[src/sv/vtdec_pkg.sv]
// Shared types, codes and constants for the VT100 escape command decoder.
package vtdec_pkg;

   // Default number of parameter slots of a control sequence
   localparam int PARAM_SLOTS_DEF = 16;

   // Field widths
   localparam int BYTE_W = 8;
   localparam int ARG_W  = 16;
   localparam int CLR_W  = 3;
   localparam int CMD_W  = 4;
   localparam int CSR_IDX_W = 2;

   // Default colours
   localparam logic [CLR_W-1:0] FG_DEFAULT = 3'd7;
   localparam logic [CLR_W-1:0] BG_DEFAULT = 3'd0;

   // Configuration register indexes
   localparam logic [CSR_IDX_W-1:0] CSR_SCREEN_WIDTH  = 2'd0;
   localparam logic [CSR_IDX_W-1:0] CSR_SCREEN_HEIGHT = 2'd1;
   localparam logic [CSR_IDX_W-1:0] CSR_REGION_TOP    = 2'd2;
   localparam logic [CSR_IDX_W-1:0] CSR_REGION_BOTTOM = 2'd3;

   // Control bytes
   localparam logic [7:0] BYTE_NUL = 8'd0;
   localparam logic [7:0] BYTE_BEL = 8'd7;
   localparam logic [7:0] BYTE_BS  = 8'd8;
   localparam logic [7:0] BYTE_TAB = 8'd9;
   localparam logic [7:0] BYTE_LF  = 8'd10;
   localparam logic [7:0] BYTE_VT  = 8'd11;
   localparam logic [7:0] BYTE_FF  = 8'd12;
   localparam logic [7:0] BYTE_CR  = 8'd13;
   localparam logic [7:0] BYTE_SO  = 8'd14;
   localparam logic [7:0] BYTE_SI  = 8'd15;
   localparam logic [7:0] BYTE_CAN = 8'd24;
   localparam logic [7:0] BYTE_SUB = 8'd26;
   localparam logic [7:0] BYTE_ESC = 8'd27;
   localparam logic [7:0] BYTE_CSI = 8'd155;

   // Printable bytes with a meaning in sequences
   localparam logic [7:0] CH_HASH   = 8'h23;
   localparam logic [7:0] CH_LPAREN = 8'h28;
   localparam logic [7:0] CH_RPAREN = 8'h29;
   localparam logic [7:0] CH_ZERO   = 8'h30;
   localparam logic [7:0] CH_NINE   = 8'h39;
   localparam logic [7:0] CH_SEMI   = 8'h3B;
   localparam logic [7:0] CH_QUEST  = 8'h3F;
   localparam logic [7:0] CH_AT     = 8'h40;
   localparam logic [7:0] CH_UC_A   = 8'h41;
   localparam logic [7:0] CH_UC_B   = 8'h42;
   localparam logic [7:0] CH_UC_C   = 8'h43;
   localparam logic [7:0] CH_UC_D   = 8'h44;
   localparam logic [7:0] CH_UC_E   = 8'h45;
   localparam logic [7:0] CH_UC_H   = 8'h48;
   localparam logic [7:0] CH_UC_J   = 8'h4A;
   localparam logic [7:0] CH_UC_K   = 8'h4B;
   localparam logic [7:0] CH_UC_L   = 8'h4C;
   localparam logic [7:0] CH_UC_M   = 8'h4D;
   localparam logic [7:0] CH_UC_P   = 8'h50;
   localparam logic [7:0] CH_LBRACK = 8'h5B;
   localparam logic [7:0] CH_LC_C   = 8'h63;
   localparam logic [7:0] CH_LC_H   = 8'h68;
   localparam logic [7:0] CH_LC_L   = 8'h6C;
   localparam logic [7:0] CH_LC_M   = 8'h6D;
   localparam logic [7:0] CH_LC_R   = 8'h72;

   // SGR and DEC mode values
   localparam logic [15:0] SGR_RESET  = 16'd0;
   localparam logic [15:0] SGR_FG_LO  = 16'd30;
   localparam logic [15:0] SGR_FG_HI  = 16'd37;
   localparam logic [15:0] SGR_FG_DEF = 16'd39;
   localparam logic [15:0] SGR_BG_LO  = 16'd40;
   localparam logic [15:0] SGR_BG_HI  = 16'd47;
   localparam logic [15:0] SGR_BG_DEF = 16'd49;
   localparam logic [15:0] DEC_BELL   = 16'd5;
   localparam logic [15:0] DEC_CURSOR = 16'd25;

   // Display command codes
   typedef enum logic [CMD_W-1:0] {
      CMD_PUTCHAR   = 4'd0,
      CMD_BELL      = 4'd1,
      CMD_BACKSPACE = 4'd2,
      CMD_CURSOR    = 4'd3,
      CMD_ERASE     = 4'd4,
      CMD_CLEAR     = 4'd5,
      CMD_INS_LINES = 4'd6,
      CMD_DEL_LINES = 4'd7,
      CMD_DEL_CHARS = 4'd8,
      CMD_INS_CHARS = 4'd9,
      CMD_REGION    = 4'd10,
      CMD_VISIBLE   = 4'd11,
      CMD_RESET     = 4'd12
   } cmd_type;

   // Escape parser states
   typedef enum logic [2:0] {
      ESC_NORMAL = 3'd0,
      ESC_ESC    = 3'd1,
      ESC_CSI    = 3'd2,
      ESC_DEC    = 3'd3,
      ESC_G0     = 3'd4,
      ESC_G1     = 3'd5,
      ESC_HASH   = 3'd6,
      ESC_DCS    = 3'd7
   } esc_type;

   // Controller to datapath commands
   typedef struct packed {
      logic latch;     // take the input item
      logic decode;    // decode latched byte, update parser state
      logic send_res;  // load result register into output
      logic send_lf;   // load result register with LF as character
      logic last;      // last flag for send_res / send_lf
      logic walk_m;    // one step of the SGR colour walk
      logic walk_d;    // one step of the DEC mode walk
      logic flush;     // send pending DEC result as last
   } ctrl_cmd_type;

   // Datapath to controller status
   typedef struct packed {
      logic [1:0] n_res;      // results from decode: 0, 1 or 2
      logic       walk_m;     // decode starts colour walk
      logic       walk_d;     // decode starts DEC walk
      logic       out_free;   // output register can take an item
      logic       walk_done;  // walk is at the last parameter
      logic       walk_stall; // DEC walk step must wait for output
      logic       pend_after; // a DEC result is pending after this step
   } dp_stat_type;

endpackage

[src/sv/vt100_escape_command_decoder.sv]
// Top level of the VT100 escape command decoder: stream ports and packing.
//
// Takes one terminal byte with the display's cursor position per item and
// returns the display commands that byte causes, zero to sixteen items, the
// final one marked by rsp_tlast. One byte is handled at a time: a new item
// is taken only once the controller is back in idle.
// The SGR (CSI m) and DEC mode (CSI ? h / l) terminators walk the stored
// parameters through a single read port, one slot per cycle, a DEC walk step
// waiting while its result cannot go to a busy output. Configuration writes
// are always accepted and are meant to happen while idle.
module vt100_escape_command_decoder #(
   parameter int PARAM_SLOTS = vtdec_pkg::PARAM_SLOTS_DEF
) (
   input  logic        clock,
   input  logic        reset,
   // item in
   input  logic        req_tvalid,
   output logic        req_tready,
   input  logic [23:0] req_tdata,   // byte_in[7:0], cursor_col[15:8], cursor_row[23:16]
   // item out
   output logic        rsp_tvalid,
   input  logic        rsp_tready,
   output logic [47:0] rsp_tdata,   // command[3:0], arg_a[19:4], arg_b[35:20],
                                    // fg_colour[38:36], bg_colour[41:39], zero[47:42]
   output logic        rsp_tlast,   // last command of this byte
   // register writes
   input  logic        csr_valid,
   output logic        csr_ready,
   input  logic [1:0]  csr_index,
   input  logic [7:0]  csr_wdata
);
   import vtdec_pkg::*;

   ctrl_cmd_type cmd;
   dp_stat_type  stat;
   logic [CMD_W-1:0] command;
   logic [ARG_W-1:0] arg_a, arg_b;
   logic [CLR_W-1:0] fg, bg;

   assign csr_ready = 1'b1;

   vtdec_ctrl u_ctrl (
      .clock      (clock),
      .reset      (reset),
      .req_tvalid (req_tvalid),
      .req_tready (req_tready),
      .stat       (stat),
      .cmd        (cmd)
   );

   vtdec_dp #(
      .PARAM_SLOTS (PARAM_SLOTS)
   ) u_dp (
      .clock       (clock),
      .reset       (reset),
      .cmd         (cmd),
      .stat        (stat),
      .byte_in     (req_tdata[7:0]),
      .cursor_col  (req_tdata[15:8]),
      .cursor_row  (req_tdata[23:16]),
      .csr_valid   (csr_valid),
      .csr_index   (csr_index),
      .csr_wdata   (csr_wdata),
      .rsp_ready   (rsp_tready),
      .rsp_valid   (rsp_tvalid),
      .rsp_command (command),
      .rsp_arg_a   (arg_a),
      .rsp_arg_b   (arg_b),
      .rsp_fg      (fg),
      .rsp_bg      (bg),
      .rsp_last    (rsp_tlast)
   );

   // Pack result fields, lowest first
   assign rsp_tdata = {6'd0, bg, fg, arg_b, arg_a, command};

endmodule

[src/sv/vtdec_ctrl.sv]
// Controller state machine of the VT100 escape command decoder.
module vtdec_ctrl (
   input  logic                   clock,
   input  logic                   reset,
   input  logic                   req_tvalid,
   output logic                   req_tready,
   input  vtdec_pkg::dp_stat_type stat,
   output vtdec_pkg::ctrl_cmd_type cmd
);
   import vtdec_pkg::*;

   typedef enum logic [7:0] {
      S_IDLE     = 8'b0000_0001,
      S_DECODE   = 8'b0000_0010,
      S_SEND_ONE = 8'b0000_0100,
      S_SEND_A   = 8'b0000_1000,
      S_SEND_B   = 8'b0001_0000,
      S_WALK_M   = 8'b0010_0000,
      S_WALK_D   = 8'b0100_0000,
      S_FLUSH    = 8'b1000_0000
   } state_type;

   state_type state_ff, state_in;

   assign req_tready = (state_ff == S_IDLE);

   // Next state and commands
   always_comb begin
      state_in = state_ff;
      cmd      = '0;
      case (state_ff)
         S_IDLE: begin
            if (req_tvalid) begin
               cmd.latch = 1'b1;
               state_in  = S_DECODE;
            end
         end
         S_DECODE: begin
            cmd.decode = 1'b1;
            if (stat.walk_m) begin
               state_in = S_WALK_M;
            end else if (stat.walk_d) begin
               state_in = S_WALK_D;
            end else if (stat.n_res == 2'd2) begin
               state_in = S_SEND_A;
            end else if (stat.n_res == 2'd1) begin
               state_in = S_SEND_ONE;
            end else begin
               state_in = S_IDLE;
            end
         end
         S_SEND_ONE: begin
            if (stat.out_free) begin
               cmd.send_res = 1'b1;
               cmd.last     = 1'b1;
               state_in     = S_IDLE;
            end
         end
         S_SEND_A: begin
            if (stat.out_free) begin
               cmd.send_res = 1'b1;
               state_in     = S_SEND_B;
            end
         end
         S_SEND_B: begin
            if (stat.out_free) begin
               cmd.send_lf = 1'b1;
               cmd.last    = 1'b1;
               state_in    = S_IDLE;
            end
         end
         S_WALK_M: begin
            cmd.walk_m = 1'b1;
            if (stat.walk_done) begin
               state_in = S_IDLE;
            end
         end
         S_WALK_D: begin
            cmd.walk_d = 1'b1;
            if (!stat.walk_stall && stat.walk_done) begin
               state_in = stat.pend_after ? S_FLUSH : S_IDLE;
            end
         end
         S_FLUSH: begin
            if (stat.out_free) begin
               cmd.flush = 1'b1;
               state_in  = S_IDLE;
            end
         end
         default: begin
            state_in = S_IDLE;
         end
      endcase
   end

   always_ff @(posedge clock) begin
      if (reset) begin
         state_ff <= S_IDLE;
      end else begin
         state_ff <= state_in;
      end
   end

endmodule

[src/sv/vtdec_dp.sv]
// Datapath of the VT100 escape command decoder: parser state, parameters,
// colours, result arithmetic and the output register.
module vtdec_dp #(
   parameter int PARAM_SLOTS = vtdec_pkg::PARAM_SLOTS_DEF
) (
   input  logic                                  clock,
   input  logic                                  reset,
   input  vtdec_pkg::ctrl_cmd_type               cmd,
   output vtdec_pkg::dp_stat_type                stat,
   input  logic [vtdec_pkg::BYTE_W-1:0]          byte_in,
   input  logic [vtdec_pkg::BYTE_W-1:0]          cursor_col,
   input  logic [vtdec_pkg::BYTE_W-1:0]          cursor_row,
   input  logic                                  csr_valid,
   input  logic [vtdec_pkg::CSR_IDX_W-1:0]       csr_index,
   input  logic [vtdec_pkg::BYTE_W-1:0]          csr_wdata,
   input  logic                                  rsp_ready,
   output logic                                  rsp_valid,
   output logic [vtdec_pkg::CMD_W-1:0]           rsp_command,
   output logic [vtdec_pkg::ARG_W-1:0]           rsp_arg_a,
   output logic [vtdec_pkg::ARG_W-1:0]           rsp_arg_b,
   output logic [vtdec_pkg::CLR_W-1:0]           rsp_fg,
   output logic [vtdec_pkg::CLR_W-1:0]           rsp_bg,
   output logic                                  rsp_last
);
   import vtdec_pkg::*;

   localparam int IDX_W = $clog2(PARAM_SLOTS);
   localparam logic [IDX_W-1:0] IDX_MAX = IDX_W'(PARAM_SLOTS - 1);

   // Configuration
   logic [7:0] width_ff, height_ff, rtop_ff, rbot_ff;

   // Latched input item
   logic [7:0] byte_ff, col_ff, row_ff;

   // Parser state
   esc_type          esc_ff, esc_in;
   logic [15:0]      params_ff [PARAM_SLOTS];
   logic [15:0]      params_in [PARAM_SLOTS];
   logic [IDX_W-1:0] pidx_ff, pidx_in;
   logic [2:0]       fg_ff, fg_in, bg_ff, bg_in;

   // Result holding and walk
   cmd_type          res_cmd_ff;
   logic [15:0]      res_a_ff, res_b_ff;
   logic [2:0]       res_fg_ff, res_bg_ff;
   logic [IDX_W-1:0] walk_ff, walk_in;
   logic             pend_valid_ff, pend_valid_in;
   cmd_type          pend_cmd_ff, pend_cmd_in;
   logic             pend_on_ff, pend_on_in;

   // Output register
   logic        out_valid_ff, out_valid_in;
   cmd_type     out_cmd_ff, out_cmd_in;
   logic [15:0] out_a_ff, out_a_in, out_b_ff, out_b_in;
   logic [2:0]  out_fg_ff, out_fg_in, out_bg_ff, out_bg_in;
   logic        out_last_ff, out_last_in;

   // Decode results
   cmd_type     d_cmd;
   logic [15:0] d_a, d_b;
   logic [1:0]  d_n;
   logic        d_colours, d_digit, d_sep, d_clear, d_walk_m, d_walk_d;

   logic [15:0] p0, p1, f, rd_val, digit_sum;
   logic [IDX_W-1:0] rd_idx;
   logic        is_digit, dec_on, out_free;
   logic        walk_hit, step_stall, walk_done, walk_end;
   cmd_type     hit_cmd;

   logic signed [17:0] col_s, row_s, f_s, w_s, h_s, rt_s, rb_s, mx, my;
   logic [15:0] hx, hy, rx, ry;
   logic [2:0]  fg_code;

   // Shared parameter read: walk index while walking, else the fill slot
   assign rd_idx = (cmd.walk_m || cmd.walk_d) ? walk_ff : pidx_ff;
   assign rd_val = params_ff[rd_idx];
   assign p0     = params_ff[0];
   assign p1     = params_ff[1];
   assign f      = (p0 == 16'd0) ? 16'd1 : p0;

   // value * 10 + digit; the digit is the low nibble of its code
   assign digit_sum = (rd_val << 3) + (rd_val << 1) + {12'd0, byte_ff[3:0]};
   assign is_digit  = (byte_ff >= CH_ZERO) && (byte_ff <= CH_NINE);

   // Relative cursor moves
   assign col_s = $signed({10'd0, col_ff});
   assign row_s = $signed({10'd0, row_ff});
   assign f_s   = $signed({2'd0, f});
   assign w_s   = $signed({10'd0, width_ff});
   assign h_s   = $signed({10'd0, height_ff});
   assign rt_s  = $signed({10'd0, rtop_ff});
   assign rb_s  = $signed({10'd0, rbot_ff});

   always_comb begin
      mx = col_s;
      if (byte_ff == CH_UC_C) mx = col_s + f_s;
      if (byte_ff == CH_UC_D) mx = col_s - f_s;
      if (mx >= w_s) mx = w_s - 18'sd1;
      if (mx < 18'sd0) mx = 18'sd0;
      my = row_s;
      if (byte_ff == CH_UC_B) begin
         my = row_s + f_s;
         if (my >= h_s) my = h_s - 18'sd1;
         if (my >= rb_s + 18'sd1) my = rb_s;
      end else if (byte_ff == CH_UC_A) begin
         my = row_s - f_s;
         if (my < 18'sd0) my = 18'sd0;
         if (my <= rt_s - 18'sd1) my = rt_s;
      end
      if (my < 18'sd0) my = 18'sd0;
   end

   // Absolute position and scroll region
   always_comb begin
      hy = (p0 == 16'd0) ? 16'd1 : p0;
      hx = (p1 == 16'd0) ? 16'd1 : p1;
      if (hx >= {8'd0, width_ff}) hx = {8'd0, width_ff};
      if (hy >= {8'd0, height_ff}) hy = {8'd0, height_ff};
      hx = (hx != 16'd0) ? hx - 16'd1 : 16'd0;
      hy = (hy != 16'd0) ? hy - 16'd1 : 16'd0;
      ry = (p0 == 16'd0) ? 16'd1 : p0;
      rx = p1;
      if (rx == 16'd0 || rx > {8'd0, height_ff}) rx = {8'd0, height_ff};
      if (ry > {8'd0, rbot_ff}) ry = {8'd0, rbot_ff} + 16'd1;
   end

   // Byte decode
   always_comb begin
      d_cmd     = CMD_PUTCHAR;
      d_a       = 16'd0;
      d_b       = 16'd0;
      d_n       = 2'd0;
      d_colours = 1'b0;
      d_digit   = 1'b0;
      d_sep     = 1'b0;
      d_clear   = 1'b0;
      d_walk_m  = 1'b0;
      d_walk_d  = 1'b0;
      esc_in    = esc_ff;
      case (byte_ff)
         BYTE_NUL, BYTE_VT, BYTE_FF, BYTE_SO, BYTE_SI: begin
         end
         BYTE_CR, BYTE_TAB, BYTE_LF: begin
            d_n       = 2'd1;
            d_a       = {8'd0, byte_ff};
            d_colours = 1'b1;
         end
         BYTE_CAN, BYTE_SUB: begin
            esc_in = ESC_NORMAL;
         end
         BYTE_ESC: begin
            esc_in = ESC_ESC;
         end
         BYTE_CSI: begin
            esc_in = ESC_CSI;
         end
         BYTE_BS: begin
            d_n   = 2'd1;
            d_cmd = CMD_BACKSPACE;
            d_a   = (col_ff != 8'd0) ? {8'd0, col_ff - 8'd1} : 16'd0;
            d_b   = {8'd0, row_ff};
         end
         BYTE_BEL: begin
            d_n   = 2'd1;
            d_cmd = CMD_BELL;
         end
         default: begin
            case (esc_ff)
               ESC_NORMAL: begin
                  d_n       = 2'd1;
                  d_a       = {8'd0, byte_ff};
                  d_colours = 1'b1;
               end
               ESC_ESC: begin
                  esc_in = ESC_NORMAL;
                  case (byte_ff)
                     CH_LBRACK: esc_in = ESC_CSI;
                     CH_LPAREN: esc_in = ESC_G0;
                     CH_RPAREN: esc_in = ESC_G1;
                     CH_HASH:   esc_in = ESC_HASH;
                     CH_UC_P:   esc_in = ESC_DCS;
                     CH_UC_E: begin
                        // CR now, LF follows from the same result register
                        d_n       = 2'd2;
                        d_a       = {8'd0, BYTE_CR};
                        d_colours = 1'b1;
                     end
                     CH_LC_C: begin
                        d_n   = 2'd1;
                        d_cmd = CMD_RESET;
                     end
                     default: begin
                     end
                  endcase
               end
               ESC_CSI: begin
                  if (is_digit) begin
                     d_digit = 1'b1;
                  end else if (byte_ff == CH_SEMI) begin
                     d_sep = 1'b1;
                  end else if (byte_ff == CH_QUEST && p0 == 16'd0 && pidx_ff == '0) begin
                     esc_in = ESC_DEC;
                  end else begin
                     esc_in = ESC_NORMAL;
                     if (byte_ff == CH_LC_M) begin
                        d_walk_m = 1'b1;
                     end else begin
                        d_clear = 1'b1;
                     end
                     case (byte_ff)
                        CH_UC_A, CH_UC_B, CH_UC_C, CH_UC_D: begin
                           d_n   = 2'd1;
                           d_cmd = CMD_CURSOR;
                           d_a   = mx[15:0];
                           d_b   = my[15:0];
                        end
                        CH_UC_H: begin
                           d_n   = 2'd1;
                           d_cmd = CMD_CURSOR;
                           d_a   = hx;
                           d_b   = hy;
                        end
                        CH_UC_K: begin
                           if (p0 <= 16'd2) begin
                              d_n       = 2'd1;
                              d_cmd     = CMD_ERASE;
                              d_a       = p0;
                              d_b       = {8'd0, row_ff};
                              d_colours = 1'b1;
                           end
                        end
                        CH_UC_J: begin
                           if (p0 <= 16'd2) begin
                              d_n   = 2'd1;
                              d_cmd = CMD_CLEAR;
                           end
                        end
                        CH_UC_L: begin
                           d_n   = 2'd1;
                           d_cmd = CMD_INS_LINES;
                           d_a   = f;
                           d_b   = {8'd0, row_ff};
                        end
                        CH_UC_M: begin
                           d_n   = 2'd1;
                           d_cmd = CMD_DEL_LINES;
                           d_a   = f;
                           d_b   = {8'd0, row_ff};
                        end
                        CH_UC_P: begin
                           d_n   = 2'd1;
                           d_cmd = CMD_DEL_CHARS;
                           d_a   = f;
                        end
                        CH_AT: begin
                           d_n   = 2'd1;
                           d_cmd = CMD_INS_CHARS;
                           d_a   = f;
                        end
                        CH_LC_R: begin
                           d_n   = 2'd1;
                           d_cmd = CMD_REGION;
                           d_a   = ry - 16'd1;
                           d_b   = rx;
                        end
                        default: begin
                        end
                     endcase
                  end
               end
               ESC_DEC: begin
                  if (is_digit) begin
                     d_digit = 1'b1;
                  end else if (byte_ff == CH_SEMI) begin
                     d_sep = 1'b1;
                  end else begin
                     esc_in = ESC_NORMAL;
                     if (byte_ff == CH_LC_H || byte_ff == CH_LC_L) begin
                        d_walk_d = 1'b1;
                     end else begin
                        d_clear = 1'b1;
                     end
                  end
               end
               ESC_DCS: begin
               end
               default: begin
                  esc_in = ESC_NORMAL;
               end
            endcase
         end
      endcase
      if (!cmd.decode) esc_in = esc_ff;
   end

   // DEC mode walk step
   assign dec_on     = (byte_ff == CH_LC_H);
   assign walk_hit   = (rd_val == DEC_BELL && dec_on) || (rd_val == DEC_CURSOR);
   assign hit_cmd    = (rd_val == DEC_CURSOR) ? CMD_VISIBLE : CMD_BELL;
   assign out_free   = !out_valid_ff || rsp_ready;
   assign step_stall = walk_hit && pend_valid_ff && !out_free;
   assign walk_done  = (walk_ff == pidx_ff);
   assign walk_end   = walk_done && (cmd.walk_m || (cmd.walk_d && !step_stall));

   assign stat.n_res      = d_n;
   assign stat.walk_m     = d_walk_m;
   assign stat.walk_d     = d_walk_d;
   assign stat.out_free   = out_free;
   assign stat.walk_done  = walk_done;
   assign stat.walk_stall = step_stall;
   assign stat.pend_after = pend_valid_ff || walk_hit;

   // SGR colour: 30..37 low bits plus two give 0..7; 40..47 low bits as is
   assign fg_code = rd_val[2:0] + 3'd2;

   always_comb begin
      fg_in = fg_ff;
      bg_in = bg_ff;
      if (cmd.walk_m) begin
         if (rd_val >= SGR_FG_LO && rd_val <= SGR_FG_HI) fg_in = fg_code;
         if (rd_val >= SGR_BG_LO && rd_val <= SGR_BG_HI) bg_in = rd_val[2:0];
         if (rd_val == SGR_RESET) begin
            fg_in = FG_DEFAULT;
            bg_in = BG_DEFAULT;
         end
         if (rd_val == SGR_FG_DEF) fg_in = FG_DEFAULT;
         if (rd_val == SGR_BG_DEF) bg_in = BG_DEFAULT;
      end
   end

   // Parameter store and index
   always_comb begin
      params_in = params_ff;
      pidx_in   = pidx_ff;
      if (cmd.decode) begin
         if (d_digit) params_in[pidx_ff] = digit_sum;
         if (d_sep && pidx_ff != IDX_MAX) pidx_in = pidx_ff + 1'b1;
      end
      if ((cmd.decode && d_clear) || walk_end) begin
         for (int i = 0; i < PARAM_SLOTS; i++) params_in[i] = 16'd0;
         pidx_in = '0;
      end
   end

   // Walk index and pending DEC result
   always_comb begin
      walk_in       = walk_ff;
      pend_valid_in = pend_valid_ff;
      pend_cmd_in   = pend_cmd_ff;
      pend_on_in    = pend_on_ff;
      if (cmd.decode) begin
         walk_in       = '0;
         pend_valid_in = 1'b0;
      end else if (cmd.walk_m) begin
         if (!walk_done) walk_in = walk_ff + 1'b1;
      end else if (cmd.walk_d && !step_stall) begin
         if (!walk_done) walk_in = walk_ff + 1'b1;
         if (walk_hit) begin
            pend_valid_in = 1'b1;
            pend_cmd_in   = hit_cmd;
            pend_on_in    = (rd_val == DEC_CURSOR) && dec_on;
         end
      end else if (cmd.flush) begin
         pend_valid_in = 1'b0;
      end
   end

   // Output register
   always_comb begin
      out_valid_in = out_valid_ff && !rsp_ready;
      out_cmd_in   = out_cmd_ff;
      out_a_in     = out_a_ff;
      out_b_in     = out_b_ff;
      out_fg_in    = out_fg_ff;
      out_bg_in    = out_bg_ff;
      out_last_in  = out_last_ff;
      if (cmd.send_res || cmd.send_lf) begin
         out_valid_in = 1'b1;
         out_cmd_in   = res_cmd_ff;
         out_a_in     = cmd.send_lf ? {8'd0, BYTE_LF} : res_a_ff;
         out_b_in     = res_b_ff;
         out_fg_in    = res_fg_ff;
         out_bg_in    = res_bg_ff;
         out_last_in  = cmd.last;
      end else if ((cmd.walk_d && !step_stall && walk_hit && pend_valid_ff) || cmd.flush) begin
         out_valid_in = 1'b1;
         out_cmd_in   = pend_cmd_ff;
         out_a_in     = {15'd0, pend_on_ff};
         out_b_in     = 16'd0;
         out_fg_in    = 3'd0;
         out_bg_in    = 3'd0;
         out_last_in  = cmd.flush;
      end
   end

   // Control state
   always_ff @(posedge clock) begin
      if (reset) begin
         width_ff      <= 8'd80;
         height_ff     <= 8'd24;
         rtop_ff       <= 8'd0;
         rbot_ff       <= 8'd23;
         esc_ff        <= ESC_NORMAL;
         params_ff     <= '{default: 16'd0};
         pidx_ff       <= '0;
         fg_ff         <= FG_DEFAULT;
         bg_ff         <= BG_DEFAULT;
         pend_valid_ff <= 1'b0;
         out_valid_ff  <= 1'b0;
      end else begin
         if (csr_valid) begin
            case (csr_index)
               CSR_SCREEN_WIDTH:  width_ff  <= csr_wdata;
               CSR_SCREEN_HEIGHT: height_ff <= csr_wdata;
               CSR_REGION_TOP:    rtop_ff   <= csr_wdata;
               CSR_REGION_BOTTOM: rbot_ff   <= csr_wdata;
               default: begin
               end
            endcase
         end
         esc_ff        <= esc_in;
         params_ff     <= params_in;
         pidx_ff       <= pidx_in;
         fg_ff         <= fg_in;
         bg_ff         <= bg_in;
         pend_valid_ff <= pend_valid_in;
         out_valid_ff  <= out_valid_in;
      end
   end

   // Payload registers
   always_ff @(posedge clock) begin
      if (cmd.latch) begin
         byte_ff <= byte_in;
         col_ff  <= cursor_col;
         row_ff  <= cursor_row;
      end
      if (cmd.decode) begin
         res_cmd_ff <= d_cmd;
         res_a_ff   <= d_a;
         res_b_ff   <= d_b;
         res_fg_ff  <= d_colours ? fg_ff : 3'd0;
         res_bg_ff  <= d_colours ? bg_ff : 3'd0;
      end
      walk_ff     <= walk_in;
      pend_cmd_ff <= pend_cmd_in;
      pend_on_ff  <= pend_on_in;
      out_cmd_ff  <= out_cmd_in;
      out_a_ff    <= out_a_in;
      out_b_ff    <= out_b_in;
      out_fg_ff   <= out_fg_in;
      out_bg_ff   <= out_bg_in;
      out_last_ff <= out_last_in;
   end

   assign rsp_valid   = out_valid_ff;
   assign rsp_command = out_cmd_ff;
   assign rsp_arg_a   = out_a_ff;
   assign rsp_arg_b   = out_b_ff;
   assign rsp_fg      = out_fg_ff;
   assign rsp_bg      = out_bg_ff;
   assign rsp_last    = out_last_ff;

endmodule
[config.mk]
export PLATFORM = sky130hd
export DESIGN_NAME = vt100_escape_command_decoder
export DESIGN_NICKNAME = d
export VERILOG_FILES = /design/src/sv/vtdec_pkg.sv /design/src/sv/vt100_escape_command_decoder.sv /design/src/sv/vtdec_ctrl.sv /design/src/sv/vtdec_dp.sv
export SDC_FILE = /design/constraint.sdc
export NUM_CORES = 1
export LEC_CHECK = 0
export ABC_CLOCK_PERIOD_IN_PS = 8500
export BUFFER_PORTS_ARGS = -buffer_cell sky130_fd_sc_hd__buf_4
export CAP_MARGIN = 20
export CORE_UTILIZATION = 50
export CTS_CLUSTER_DIAMETER = 60
export DETAILED_ROUTE_END_ITERATION = 7
export GPL_TIMING_DRIVEN = 1
export PLACE_DENSITY = 0.66
export RECOVER_POWER = 100
export SYNTH_ARGS = -nofsm -noshare
export SYNTH_HDL_FRONTEND = slang
export SYNTH_SLANG_ARGS = --single-unit
[constraint.sdc]
create_clock -name clock -period 8.5 [get_ports clock]
set_input_delay 1.275 -clock clock [delete_from_list [all_inputs] [get_ports clock]]
set_output_delay 1.275 -clock clock [all_outputs]
set_load 0.1 [all_outputs]
======== Word-level counts from Yosys, hierarchy flattened ========
Index checks and enable logic that the tools add are counted.
W data, S select, Z words.
operators by class
  add/subtract/negate cells ............... 18
  $lt $le $gt $ge ......................... 21
  equality and inequality tests ........... 70
  mux-type cells .......................... 154
  bitwise operators ....................... 5
  reduce and logical (&&, ||, !) cells .... 81
operators by type and width
  cell                     number
  $mux W16                 26
  $bwmux W256              1
  $mux W18                 11
  $pmux W16 S5             2
  $eq A8 B7 Y1 const B     19
  $pmux W16 S3             2
  $mux W8                  10
  $eq A8 B4 Y1 const B     9
  $bmux W16 S4             1
  $demux W16 S4            1
  $lt A18 B1 Y1 const B    3
  $mux W4                  13
  $mux W1                  49
  $eq A8 B6 Y1 const B     6
  $logic_not A16 Y1        3
  $mux W3                  16
  $pmux W8 S6              1
  $sub A16 B1 Y16 const B  3
  $ge A18 B9 Y1            2
  $add A8 B16 Y17          2
  $sub A8 B16 Y17          2
  $eq A16 B6 Y1 const B    2
  $eq A8 B5 Y1 const B     4
  $ge A16 B8 Y1            2
  75 further kinds         159
storage, ports and cells
  flip-flop bits (word level) ............. 429
  input port bits ......................... 39
  output and inout bits ................... 52
  logic and storage cells ................. 393

======== Logic depth before layout (Yosys ltp) ========
Gate-level depths: netlist of run 1.
  word-level depth ........................ 20
  gate-level depth with buffers ........... 33
  depth with buffers taken out ............ 31

======== Modules after synthesis ========
From an unflattened synthesis of run 1, not the netlist that was laid out.
second synthesis, totals
  cells, all modules ...................... 3060
  area total of the unflattened synthesis .. 26930.8 µm²
by module, submodules not included
  module                        instances  cells an instance  area each (µm²)  seq. area each (µm²)
  vtdec_dp                      1          2981               26273.9          9479.1
  vtdec_ctrl                    1          70                 596.8            160.2
  vt100_escape_command_decoder  1          9                  60.1             0.0

======== Worst setup path after synthesis of run 1 ========
OpenSTA, ideal clock, no wires.
  kind .................................... reg2reg
  start ................................... reg u_dp.params_ff (netlist bit u_dp.p0[9])
  end ..................................... reg u_dp.res_b_ff[0], data pin
  library setup time ...................... 269 ps
  arrival time ............................ 6877 ps
  required time ........................... 8231 ps
  path slack .............................. 1355 ps
  cell stages (with the launch flop) ...... 33
  path buffers ............................ 2
  clock period less this slack ............ 7145 ps
  path through ............................ dfxtp_1 clkbuf_1 or4_1 nand4bb_1 o21bai_1 ha_1 inv_1 fa_1 inv_1 ha_1 a21o_1 a21o_1 a21o_1 a21o_1 a21o_1 a21o_1 a211oi_1 o221ai_1 clkbuf_1 mux2_2 ha_1 nand2b_1 a21o_1 a21o_1 a21o_1 a21o_1 a21oi_1 nor2b_1 o21ai_0 o2bb2ai_1 a211oi_1 a221oi_1 o31ai_1
on the way
  longest elaborated chain between the ends .. 19
  elaborated cells between the ends (all ways) .. 34
  classes of those cells .................. add/sub: 3; order compare: 7; mux: 20; reduce/logical: 4
ends and longest elaborated chain
  what                    RTL line                                          source
  from (decl)             vtdec_dp.sv:38                                    logic [15:0] params_ff [PARAM_SLOTS];
  from (signal assigned)  vtdec_dp.sv:423                                   params_ff <= params_in;
  $logic_not A16 Y1       vtdec_dp.sv:80, vtdec_dp.sv:116, vtdec_dp.sv:202
  $mux W16                vtdec_dp.sv:80, vtdec_dp.sv:116
  $sub A8 B16 Y17         vtdec_dp.sv:107                                   my = row_s - f_s;
  $lt A18 B1 Y1           vtdec_dp.sv:108                                   if (my < 18'sd0) my = 18'sd0;
  $mux W18                vtdec_dp.sv:108
  $mux W18                vtdec_dp.sv:106                                   end else if (byte_ff == CH_UC_A) begin
  $mux W18                vtdec_dp.sv:102                                   if (byte_ff == CH_UC_B) begin
  $le A18 B18 Y1          vtdec_dp.sv:109                                   if (my <= rt_s - 18'sd1) my = rt_s;
  [4 not listed]          --
  $mux W16                vtdec_dp.sv:111                                   if (my < 18'sd0) my = 18'sd0;
  $pmux W16 S5            vtdec_dp.sv:211                                   case (byte_ff)
  $mux W16 (*)            vtdec_dp.sv:202                                   end else if (byte_ff == CH_QUEST && p0 == 16'd0 && pidx_ff == '0) begin
  $mux W16 (*)            vtdec_dp.sv:200                                   end else if (byte_ff == CH_SEMI) begin
  $mux W16 (*)            vtdec_dp.sv:198                                   if (is_digit) begin
  $mux W16 (*)            vtdec_dp.sv:169                                   case (esc_ff)
  $pmux W16 S2 (*)        vtdec_dp.sv:141                                   case (byte_ff)
  named net u_dp.d_b[0]   vtdec_dp.sv:61                                    logic [15:0] d_a, d_b;
  to (signal assigned)    vtdec_dp.sv:442                                   res_b_ff <= d_b;
  to (decl)               vtdec_dp.sv:45                                    logic [15:0] res_a_ff, res_b_ff;
Mark *: on every way through the listed nets, which the timed path passes. The rest lies on a longest branch. The select of a mux whose other input is x is not followed.
A chain may end at the register's enable or synchronous reset.

======== Worst setup path in the final report of run 1 ========
  start ................................... reg u_ctrl.state_ff[4]
  end ..................................... reg u_dp.params_ff[92] (netlist name)
on the way
  longest elaborated chain between the ends .. 19
  elaborated cells between the ends (all ways) .. 29
  classes of those cells .................. add/sub: 2; eq/ne: 5; mux: 8; bitwise: 1; reduce/logical: 13
ends and longest elaborated chain
  what                                                                       RTL line           source
  from (decl)                                                                vtdec_ctrl.sv:23   state_type state_ff, state_in;
  from (signal assigned)                                                     vtdec_ctrl.sv:100  state_ff <= state_in;
  parallel branches: the longest is 19 deep, another holds $add A16 B16 Y16  --
Several ways; the timed one is not identified. The select of a mux whose other input is x is not followed.

==> results of run 1 <==
[tightest hold or removal path, cell delays in order (launching register included)]
cell and delay, ns:
dfxtp_1 0.31, nand2_1 0.05, a21oi_1 0.05
[cell usage after synthesis, drive strengths merged, types with 74 or more instances]
| library cell | n | area [µm²] |
|---|---|---|
| a21oi | 373 | 2200 |
| mux2i | 78 | 781 |
| nand2 | 516 | 1940 |
| o21ai | 90 | 450 |
| nand3 | 77 | 385 |
| nor2 | 423 | 2290 |
| nand2b | 114 | 713 |
| edfxtp | 111 | 3330 |
| inv | 123 | 462 |
| ha | 151 | 1890 |
| clkbuf | 207 | 777 |
| dfxtp | 315 | 6310 |
| buf | 74 | 631 |
[how the worst min path moves through the flow]
stage,from,to,cells after the start
finish,u_dp.params_ff[209],u_dp.params_ff[209],2
global route,u_dp.params_ff[130],u_dp.params_ff[130],2
CTS,u_dp.params_ff[209],u_dp.params_ff[209],2
detailed placement,u_dp.params_ff[209],u_dp.params_ff[209],2
global placement,u_dp.params_ff[210],u_dp.params_ff[210],2
floorplan,u_dp.params_ff[210],u_dp.params_ff[210],2
[sequential cells by signal, indices dropped and copies added (netlist names), 16 cells and up]
name,flops
u_dp.params_ff,224
u_dp.p0,16
u_dp.p1,16
u_dp.res_a_ff,16
u_dp.res_b_ff,16
u_dp.rsp_arg_a,16
u_dp.rsp_arg_b,16
[power by group through the flow]
stage	Sequential [W]	Combinational [W]	Clock, W
floorplan	0.00217	0.000416	0
global placement	0.00221	0.000513	0
detailed placement	0.00222	0.000522	0
CTS	0.00217	0.000524	0.00226
global route	0.00218	0.000562	0.00234
finish	0.00218	0.000521	0.00223
[metal layers]
metal  vias to the layer above  GRT usage
met4                         0      0.229
met3                       332     0.0503
met5                         -          0
met1                     13100      0.433
met2                      1407      0.571
li1                      12400          -
[cell families after synthesis]
family	share of synthesized area
muxes	0.0420
DFF	0.332
AOI/OAI and AO/OA	0.220
and+or+nand+nor	0.244
other	0.000259
buffers and inverters	0.0644
xor gates and xnor gates	0.0283
adders and majority gates	0.0692
[cells in the final DEF (no fill, tap or decap), drive strengths merged, types with 15 or more instances in the layout]
cell type / synthesis / routed
xnor2: 63 / 63
conb: 2 / 15
clkinv: 0 / 16
and2: 62 / 62
nor2b: 29 / 29
a21oi: 373 / 373
a311oi: 31 / 31
nor2: 423 / 423
a31oi: 30 / 30
ha: 151 / 151
o22ai: 18 / 18
o211ai: 47 / 47
a32oi: 39 / 39
xor2: 31 / 31
or2: 15 / 15
mux2i: 78 / 78
o21ai: 90 / 90
buf: 74 / 117
edfxtp: 111 / 111
nand2: 516 / 516
and3: 29 / 29
nand3: 77 / 77
nor4: 21 / 21
o21bai: 16 / 16
nand4: 27 / 27
inv: 123 / 128
a2111oi: 52 / 52
a21boi: 15 / 15
nor3: 45 / 45
a211oi: 36 / 36
a21o: 42 / 42
clkbuf: 207 / 148
dfxtp: 315 / 315
nand2b: 114 / 114
a211o: 18 / 18
[final cells by class]
type | instances | share of cell area
clock buffers | 65 | 0.0456
clock inverters | 25 | 0.00944
inverters | 123 | 0.0148
multi-input cells | 2696 | 0.547
flip-flops and latches | 426 | 0.310
well taps | 756 | 0.0304
repair buffers | 201 | 0.0433
[through the flow]
step	utilization	hold slack, ns
floorplan	-	0.432
global placement	0.530	0.438
detailed placement	0.530	0.447
CTS	0.560	0.455
global route	0.547	0.468
finish	0.547	0.455
==> flow_summary.ini, run 1 <==
[timing]
worst_clock_skew_ns = 0.0326
worst_slack_ns = 0.437
timing.fmax_ghz = 0.124
tightest_slew_ns = 2.81
hold_viol_final = 0
drv_slew = 196
setup-tns-final_ns = 0
slew_headroom = -0.874
min_period_over_period = 0.949
setup_viol = 0
final.min_clock_period_ns = 8.06
rsz0062_at_grt = no

[die]
start_util = 0.510
die_width_um = 243
std_cell_rows = 87
die_area_mm2 = 0.0591
core_area_mm2 = 0.0569
die_h_um = 243
io_pins = 91

[synth]
ys_warn_count = 0
synth-edff-count = 111
synth_seq_area_share = 0.332
async_flop_share = 0
synth_top_flop_cell = dfxtp_1
ys_seq_elements = 426
netlist_instances = 3513
netlist_area_mm2 = 0.0290
synth.distinct_cells = 95
post_synth.cell_area_avg_um2 = 8.27

[worst_setup_path]
required_ns = 8.99
cp-startpoint = u_ctrl.state_ff[4]
crit_type = reg2reg
crit_slowest_cell = or2_0
path_buf_inv = 3
endpoint = u_dp.params_ff[92]
cp-start-kind = register
crit_family = compound AO/OA/AOI/OAI gates
r2r_start = u_ctrl.state_ff[4]
rr_worst_depth = 24
cp_max_fo = 33
crit_top_cell = a21oi_1
path_cells = or2_0 -> clkbuf_1 -> a2111oi_0 -> a311oi_1 -> mux2_2 -> o32a_1 -> o211ai_2 -> buf_4 -> ha_1 -> ha_1 -> fa_1 -> a21o_1 -> a21oi_1 -> o21bai_1 -> a21oi_1 -> o21bai_1 -> a21oi_1 -> o21bai_1 -> a21oi_1 -> xor2_1 -> clkbuf_2 -> nor2_1 -> a21oi_1 -> nor2_4
reg2reg_to = u_dp.params_ff[92]
critPathMaxStageDelay_ns = 1.28
cp_num_cells = 24
endpoint_kind = register
arrival_ns = 8.55
rrSetupSlack_ns = 0.44

[detailed_routing]
wl_met1_um = 42100
routed_wl_um = 106000
dr.pass1.iters = 6
drc_errors = 0
top_layer_used = met4
wl_met2_um = 48800
dr_wl_met3_um = 7990
vias = 27300
post_drt_wl_per_cell_um = 24.8
antenna_left = 0
drtIter0Drc = 2888
vias_per_cell = 6.35

[status]
status = finished with violations
failed_checks = max-capacitance violations, max-slew violations

[cts]
clk_pin_slew_ns = 0.06
clk_path_buf_depth = 3
hold_buffers = 0
insertion_delay_ns = 0.63
cts-root-buf = clkbuf_16
clock_sinks = 426
postCtsSetupBuffers = 0
cts.repair.resized = 0
htreeDepth = 2
cts_tree = yes
cts_buffers = 51

[layout]
n_antenna_cell = 0
nFillCells = 5413
seqCellArea_mm2 = 0.00964
nets = 3695
design_area_mm2 = 0.0311
multi_input_area_mm2 = 0.0170
drive_gt1_frac = 0.0987
syn_to_final_growth_pct = 7.22
stdcell_count = 4292

[placement]
port_buffers = 83
placed_cell_area_mm2 = 0.0302
detailed_place_hpwl_um = 75400
pre_cts_ws_ns = 0.811
dp_cells = 4194
gp_routability_congestion = 0.987

[global_routing]
grt_pass1_wl_um = 160000
antenna_found_initial = 0
track_usage = 0.351
first_global_vias = 25900
gr-total-overflow = 0
grt_start_max_net_pins = 128

[min_path]
hold_path_class = reg2reg

[power_and_ir_drop]
p_total_w = 0.00492
netSwitchingFraction = 0.273
seqPwrFrac = 0.442
ir_drop_v = 0.000135
p_clk_frac = 0.452
p_comb_frac = 0.106
powerDensity_mw_per_mm2 = 158
p_int_w = 0.00358
cellLeakagePower_nw = 11.0
switching_power_w = 0.00134

[flow_run]
cap_violations = 6
(Power assumes the default switching activity.)
==> run 2: changes to the inputs <==
--- a/config.mk
+++ b/config.mk
@@ -5,15 +5,16 @@
 export SDC_FILE = /design/constraint.sdc
 export NUM_CORES = 1
 export LEC_CHECK = 0
-export ABC_CLOCK_PERIOD_IN_PS = 8500
+export ABC_CLOCK_PERIOD_IN_PS = 6700
 export BUFFER_PORTS_ARGS = -buffer_cell sky130_fd_sc_hd__buf_4
 export CAP_MARGIN = 20
 export CORE_UTILIZATION = 50
 export CTS_CLUSTER_DIAMETER = 60
 export DETAILED_ROUTE_END_ITERATION = 7
 export GPL_TIMING_DRIVEN = 1
-export PLACE_DENSITY = 0.66
+export PLACE_DENSITY = 0.69
 export RECOVER_POWER = 100
+export SLEW_MARGIN = 15
 export SYNTH_ARGS = -nofsm -noshare
 export SYNTH_HDL_FRONTEND = slang
 export SYNTH_SLANG_ARGS = --single-unit
==> constraint.sdc (replaced) <==
create_clock -name clock -period 6.7 [get_ports clock]
set_input_delay 1.005 -clock clock [delete_from_list [all_inputs] [get_ports clock]]
set_output_delay 1.005 -clock clock [all_outputs]
set_load 0.1 [all_outputs]
==> run 2 against run 1 <==
Net effect: hold slack worse by 0.00095 ns; critical endpoint is now u_dp.p0[14]; maximum frequency increased by 26%; die area unchanged; clock power up 30%; final cell count rose by 0.86%; critical path type unchanged; the run still ends with max-capacitance violations, max-slew violations left; non-clock buffer count grew 36; critical path depth up 2.
==> flow_summary.ini, run 2 (synthesis gave the netlist of run 1 again) <==
[power_and_ir_drop]
cellLeakagePower_nw = 11.2
p_comb_frac = 0.114
p_int_w = 0.00462
p_total_w = 0.00632
p_clk_frac = 0.456
powerDensity_mw_per_mm2 = 199
netSwitchingFraction = 0.269
seqPwrFrac = 0.430
switching_power_w = 0.00170
ir_drop_v = 0.000191

[die]
die_h_um = 243
die_area_mm2 = 0.0591
std_cell_rows = 87
core_area_mm2 = 0.0569
die_width_um = 243
io_pins = 91
start_util = 0.510

[cts]
clock_sinks = 426
cts-root-buf = clkbuf_16
htreeDepth = 2
cts_buffers = 49
cts_tree = yes
hold_buffers = 0
clk_pin_slew_ns = 0.06
clk_path_buf_depth = 3
insertion_delay_ns = 0.63

[layout]
largest_reg_flops = 224
stdcell_count = 4329
mostFrequentLayoutCell = nand2_1
design_area_mm2 = 0.0317
syn_to_final_growth_pct = 9.30
final_cell_mix = nand2_1 (515), a21oi_1 (351), nor2_1 (337), dfxtp_1 (313), ha_1 (150)
drive_gt1_frac = 0.122
nets = 3729
n_antenna_cell = 0
top_register = u_dp.params_ff

[global_routing]
first_global_vias = 24600
grt_start_max_net_pins = 92
track_usage = 0.320
gr-total-overflow = 0
antenna_found_initial = 2
grt_pass1_wl_um = 148000

[timing]
hold_viol_final = 0
setup-tns-final_ns = 0
final.min_clock_period_ns = 6.41
drv_slew = 260
setup_viol = 0
whs_ns = 0.454
tightest_slew_ns = 2.14
slew_headroom = -0.432
timing.fmax_ghz = 0.156
min_period_over_period = 0.957
worst_clock_skew_ns = 0.0377

[detailed_routing]
post_drt_wl_per_cell_um = 22.4
vias_per_cell = 6.16
dr.pass1.iters = 7
drtIter0Drc = 2531
drc_errors = 0
routed_wl_um = 96900
antenna_left = 0
vias = 26700

[min_path]
hold_path_class = reg2reg
hold_depth = 2
hold_end = u_dp.params_ff[19]
holdCritStartpoint = u_dp.params_ff[19]

[worst_setup_path]
reg2reg_to = u_dp.p0[14]
r2r_start = u_ctrl.state_ff[1]
rrSetupSlack_ns = 0.29
cp_max_fo = 12
arrival_ns = 6.94
endpoint_kind = register
crit_type = reg2reg
rr_worst_depth = 26
required_ns = 7.23
cp-start-kind = register

[status]
failed_checks = max-capacitance violations, max-slew violations
status = finished with violations

[flow_run]
cap_violations = 5

[placement]
detailed_place_hpwl_um = 68600
placed_cell_area_mm2 = 0.0306
port_buffers = 83
dp_cells = 4234
gp_routability_congestion = 1.01
## run 2: cell count changes in the layout (fill, tap and decap cells not counted), sizes merged
| cell | previous run | this run |
|---|---|---|
| buf | 117 | 151 |
| bufinv | 3 | 7 |
| clkinv | 16 | 18 |
| inv | 128 | 126 |
| dlymetal6s2s | 1 | 0 |
## run 2: worst max path at each step
stage	end	from	depth (start not counted)
2_1_floorplan	u_dp.res_b_ff[0]	u_dp.p0[9]	32
3_3_place_gp	u_dp.res_b_ff[0]	u_dp.p0[8]	30
3_5_place_dp	u_dp.res_b_ff[0]	u_dp.p0[8]	30
4_1_cts	u_dp.res_b_ff[0]	u_dp.p0[8]	30
5_1_grt	u_dp.res_b_ff[0]	u_dp.p0[10]	30
6_report	u_dp.p0[14]	u_ctrl.state_ff[1]	26
## run 2: area by class of cell
cell class | count | area (µm²)
Fill cell | 5486 | 25200
Timing Repair Buffer | 237 | 1590
Tap cell | 756 | 946
Multi-Input combinational cell | 2696 | 17400
Sequential cell | 426 | 9640
Clock inverter | 29 | 392
Inverter | 123 | 462
Clock buffer | 62 | 1340
## run 2: repair_timing
action / in CTS / in global routing
setup buffers: 0 / 1
gates resized for setup: 0 / 16
endpoints found under the setup margin: 0 / 19
## run 2: per-stage QoR
step,utilization,worst slack [ns]
6_report,0.558,0.285
3_3_place_gp,0.537,0.189
3_5_place_dp,0.537,0.171
2_1_floorplan,-,0.0184
4_1_cts,0.567,0.150
5_1_grt,0.558,-0.0261
## run 2: layer usage
layer,GRT usage,vias to the layer above,share of wire
li1,-,12500,-
met3,0.0441,323,0.085
met4,0.191,2,0.066
met1,0.414,12500,0.40
met5,0,-,0.00011
met2,0.507,1367,0.45
## run 2: worst max-delay path, stage by stage (launching register included)
cell and delay, ns:
dfxtp_1 0.31, buf_4 0.15, nor4_4 0.32, buf_4 0.23
buf_4 0.20, nand3_1 0.27, a311oi_1 0.56, mux2_2 0.26
o32a_1 0.22, o211ai_2 0.21, buf_4 0.24, ha_1 0.20
ha_1 0.20, fa_1 0.41, a21o_1 0.19, a21oi_1 0.23
o21bai_1 0.17, a21oi_1 0.26, o21bai_1 0.09, a21oi_1 0.23
o21bai_1 0.12, a2111oi_1 0.43, nor3_1 0.12, xor2_1 0.20
buf_4 0.25, nand2_1 0.07, a21oi_1 0.19
## run 2: power groups by stage
stage / clock (W) / combinational (W) / sequential, W
finish: 0.00289 / 0.000719 / 0.00272
global route: 0.00302 / 0.000777 / 0.00272
CTS: 0.00292 / 0.000717 / 0.00272
detailed placement: 0 / 0.000715 / 0.00277
global placement: 0 / 0.000712 / 0.00277
floorplan: 0 / 0.000532 / 0.00275
